--- src/rtl/sbb_pkg.sv ---
// Shared widths, payload types and the link type between neighboring book cells.
// Used by the stream interface users, the cell and the top level.
// No dependencies.
package sbb_pkg;

   localparam int PRICE_W            = 32;
   localparam int QTY_W              = 24;
   localparam int POS_W              = 6;
   localparam int COUNT_W            = 7;
   localparam int DEFAULT_BOOK_DEPTH = 64;

   typedef struct packed {
      logic [PRICE_W-1:0] bid_price;
      logic [QTY_W-1:0]   bid_quantity;
   } bid_type;

   typedef struct packed {
      logic               accepted;
      logic [POS_W-1:0]   insert_position;
      logic [COUNT_W-1:0] entry_count;
      logic [PRICE_W-1:0] top_price;
      logic [QTY_W-1:0]   top_quantity;
   } result_type;

   // What one cell shows the cell behind it
   typedef struct packed {
      logic [PRICE_W-1:0] price;
      logic [QTY_W-1:0]   quantity;
      logic               at_or_below;
   } cell_link_type;

endpackage

--- src/rtl/sbb_cell.sv ---
// One rank of the sorted bid book: holds a price and quantity, compares it
// with the incoming bid and takes the new bid or its neighbor's entry.
// Depends on sbb_pkg.
module sbb_cell
   import sbb_pkg::*;
#(
   parameter int CELL_INDEX = 0,
   parameter int CNT_W      = 7
) (
   input  logic          clock,
   input  logic          insert,
   input  bid_type       bid,
   input  logic [CNT_W-1:0] count,
   input  cell_link_type prev_link,
   output cell_link_type link,
   output logic          first
);

   logic [PRICE_W-1:0] price_ff, price_in;
   logic [QTY_W-1:0]   quantity_ff, quantity_in;
   logic               occupied;
   logic               at_or_below;

   // entries hold no reset value; reset acts through the count
   assign occupied    = count > CNT_W'(CELL_INDEX);
   assign at_or_below = !occupied || (price_ff <= bid.bid_price);
   assign first       = at_or_below && !prev_link.at_or_below;

   always_comb begin
      price_in    = price_ff;
      quantity_in = quantity_ff;
      if (insert && first) begin
         price_in    = bid.bid_price;
         quantity_in = bid.bid_quantity;
      end else if (insert && at_or_below) begin
         // shift one rank toward the tail
         price_in    = prev_link.price;
         quantity_in = prev_link.quantity;
      end
   end

   always_ff @(posedge clock) begin
      price_ff    <= price_in;
      quantity_ff <= quantity_in;
   end

   assign link.price       = price_ff;
   assign link.quantity    = quantity_ff;
   assign link.at_or_below = at_or_below;

endmodule

--- config.mk ---
export PLATFORM = sky130hd
export DESIGN_NAME = sbb_cell
export DESIGN_NICKNAME = d
export VERILOG_FILES = /design/src/rtl/sbb_pkg.sv /design/src/rtl/sbb_cell.sv
export SDC_FILE = /design/constraint.sdc
export NUM_CORES = 1
export LEC_CHECK = 0
export BUFFER_PORTS_ARGS = -buffer_cell sky130_fd_sc_hd__buf_2
export CORE_ASPECT_RATIO = 1.1
export CORE_MARGIN = 1.5
export CORE_UTILIZATION = 46
export DETAILED_ROUTE_END_ITERATION = 6
export PLACE_DENSITY = 0.81
export SYNTH_ARGS = -nofsm -noshare
export SYNTH_HDL_FRONTEND = slang
export SYNTH_SLANG_ARGS = --single-unit
--- constraint.sdc ---
create_clock -name clock -period 15.85 [get_ports clock]
set_input_delay 3.17 -clock clock [delete_from_list [all_inputs] [get_ports clock]]
set_output_delay 3.17 -clock clock [all_outputs]
set_load 0.01 [all_outputs]
==> results.json <==
{
  "drc_errors": 9,
  "drv_slew": 0,
  "drt-met1-wl_mm": 3.02,
  "cp_max_fo": 3,
  "drt-vias-per-instance": 4.98,
  "synth_most_common_cell": "edfxtp_1",
  "first_pass_iters": 6,
  "syn_avg_cell_area_um2": 14.1,
  "critPathLaunchType": "input port",
  "synth_edf_count": 56,
  "cts_buffers": 5,
  "relSlewSlack": 0.515,
  "seq_area_um2": 1680,
  "grt_max_degree": 57,
  "yosys.area.top_type_share": 0.492,
  "layout.nets": 578,
  "synth_ff_type": "edfxtp_1",
  "clkTransAtPathRegs_ns": 0.10,
  "totalWireLength_mm": 7.72,
  "rows": 32,
  "syn_nets": 396,
  "dpl_cell_area_um2": 4380,
  "fin_tns_setup_ns": 0,
  "timing.setup.critical_path_class": "in -> out",
  "grt_pass1_wl_mm": 12.0,
  "routedWlPerCell_um": 15.1,
  "pin_count": 180,
  "hold_buffers": 0,
  "fp.dieH_um": 93.4,
  "ys_seq_area_frac": 0.492,
  "synthArstFlopShare": 0,
  "multiInputGateArea_um2": 1540,
  "synth_cells": 242,
  "synthTopCellsByArea": "edfxtp_1 49%, mux2_4 18%, ha_1 12%",
  "post-dp-hpwl_mm": 6.11,
  "wl_met3_um": 408,
  "clock_latency_ns": 0.31,
  "synth_common_cells": "56 x edfxtp_1, 40 x mux2_4, 34 x inv_1",
  "start_util": 0.482,
  "fill_cells": 570,
  "crit_path_top_delay_cell": "or3_1",
  "ys_warn_count": 0,
  "topRoutingLayerUsed": "met4",
  "final_hold_viol_count": 0,
  "reg2reg_slack_ns": 12.59,
  "min_path_type": "reg -> reg",
  "hold-path-cell-count": 6,
  "synth-seq-cells": 56,
  "finClkSkew_ns": 0.00932,
  "crit_family": "simple AND/OR/NAND/NOR gates",
  "cts.sinks": 56,
  "cts_setup_buffers": 0,
  "synth.cell_area_um2": 3420,
  "path_depth": 10,
  "max_freq_mhz": 119,
  "layout.cells.non_filler": 510,
  "wl_met2_mm": 4.20,
  "yosysTopAreaCell": "edfxtp_1",
  "fin_crit_sh": 0.529,
  "fp.dieW_um": 85.2,
  "finalInstanceArea_um2": 4470,
  "antenna_found_initial": 0,
  "antenna_cells": 0,
  "endpoint_kind": "primary output",
  "p_leak_uw": 0.00219,
  "cp_cell_sequence": "buf_2 > inv_1 > ha_1 > nand4_1 > or2_0 > or3_1 > a311oi_2 > a22o_1 > nor2_1 > buf_2",
  "cts_root_buf": "clkbuf_8",
  "cts_tree": "yes",
  "worstPathArrival_ns": 5.21,
  "violations": "design-rule violations",
  "grt_setup_unrepaired": "false",
  "grt_pass1_vias": 2600,
  "io_buffers": 179,
  "track_usage": 0.193,
  "cts_resized": 0,
  "dpl.cell_count": 502,
  "die_area_um2": 7960,
  "overflow": 0,
  "place.gp.congestion": 0.795,
  "crit_top_cell": "buf_2",
  "required_ns": 12.68,
  "peakVddDrop_v": 0.0000360,
  "vias": 2540,
  "status": "finished, violations left",
  "syn_to_final_growth_pct": 30.7,
  "ant_nets": 0,
  "pwr_density_cell_nw_per_um2": 81.0,
  "reg2reg_depth": 7,
  "core_um2": 7090,
  "drt_iter0_markers": 88,
  "drive_gt1_frac": 0.586,
  "max_cap_viol_count": 0,
  "setup_viol": 0,
  "synth.distinct_cells": 33,
  "crit_path_max_incr_delay_ns": 0.37,
  "finalCriticalPeriod_ns": 8.38,
  "timing.critical_path.buf_inv": 3,
  "htree_num_levels": 2,
  "clock_path_buffers": 2,
  "worstMarginPinSlew_ns": 0.728
}
## power breakdown
group          leakage [uW]  total (uW)  internal, uW  switching [uW]
Clock             0.0000485        80.6          31.8            48.7
Sequential         0.000530         186           181            5.25
Combinational       0.00161        95.0          48.7            46.3
Total               0.00219         362           262             100
## per-stage QoR
stage,hold WS (ns),util,power [uW],setup WS [ns]
2_1_floorplan,1.22,-,248,7.82
4_1_cts,1.39,0.631,366,7.46
6_report,1.39,0.631,362,7.47
5_1_grt,1.46,0.631,381,7.29
3_3_place_gp,1.35,0.618,281,7.52
3_5_place_dp,1.37,0.618,285,7.47
## cell type report
cell class,count,area share
Clock buffer,5,0.0154
Clock inverter,3,0.00504
Inverter,34,0.0286
Multi-Input combinational cell,145,0.345
Sequential cell,56,0.376
Tap cell,85,0.0238
Timing Repair Buffer,182,0.205
## registers in the layout, summed over array words and instances, names as in the netlist
signal / count
price_ff: 32
quantity_ff: 24
## cell families (layout without fill, tap and decap cells)
kind of cell,after synthesis,count (layout),share of synthesized area
muxes,56,56,0.228
AOI/OAI and AO/OA,28,28,0.0549
buffers and inverters,41,224,0.0619
adders and majority gates,32,32,0.117
DFF,56,56,0.492
and+or+nand+nor,29,29,0.0458
## cell usage in the layout, fill, tap and decap left out, types with 2 or more instances in the layout
cell      synthesis  layout
ha_1             32      32
o21ai_0           4       4
mux2_2           16      16
a21o_1            3       3
nand2_1           7       7
buf_2             1     179
nand4_1           6       6
edfxtp_1         56      56
inv_1            34      34
clkbuf_8          0       5
mux2_4           40      40
nor2_1            3       3
buf_4             1       3
nor4_1            2       2
a21oi_1          13      13
nand3_1           3       3
## tightest hold or removal path: cells and delay by family (launching register included)
kind                       cells  cell delay [ns]
AOI/OAI and AO/OA              3             0.30
DFF                            1             0.36
adders and majority gates      1             0.14
muxes                          1             0.23
buffers and inverters          1             0.25
## worst paths after layout
check,start,to
worst max-delay path,bid[54],first
worst min register to register,price_ff[31],price_ff[23]
worst min-delay path,price_ff[31],price_ff[23]
worst max register to register,price_ff[15],quantity_ff[23]
## per-layer routing
layer  track usage  vias to the layer above
li1              -                     1267
met1         0.220                     1169
met2         0.369                       98
met3        0.0300                        6
met4        0.0505                        0
met5             0                        -
Power figures use the tool's default switching activity.
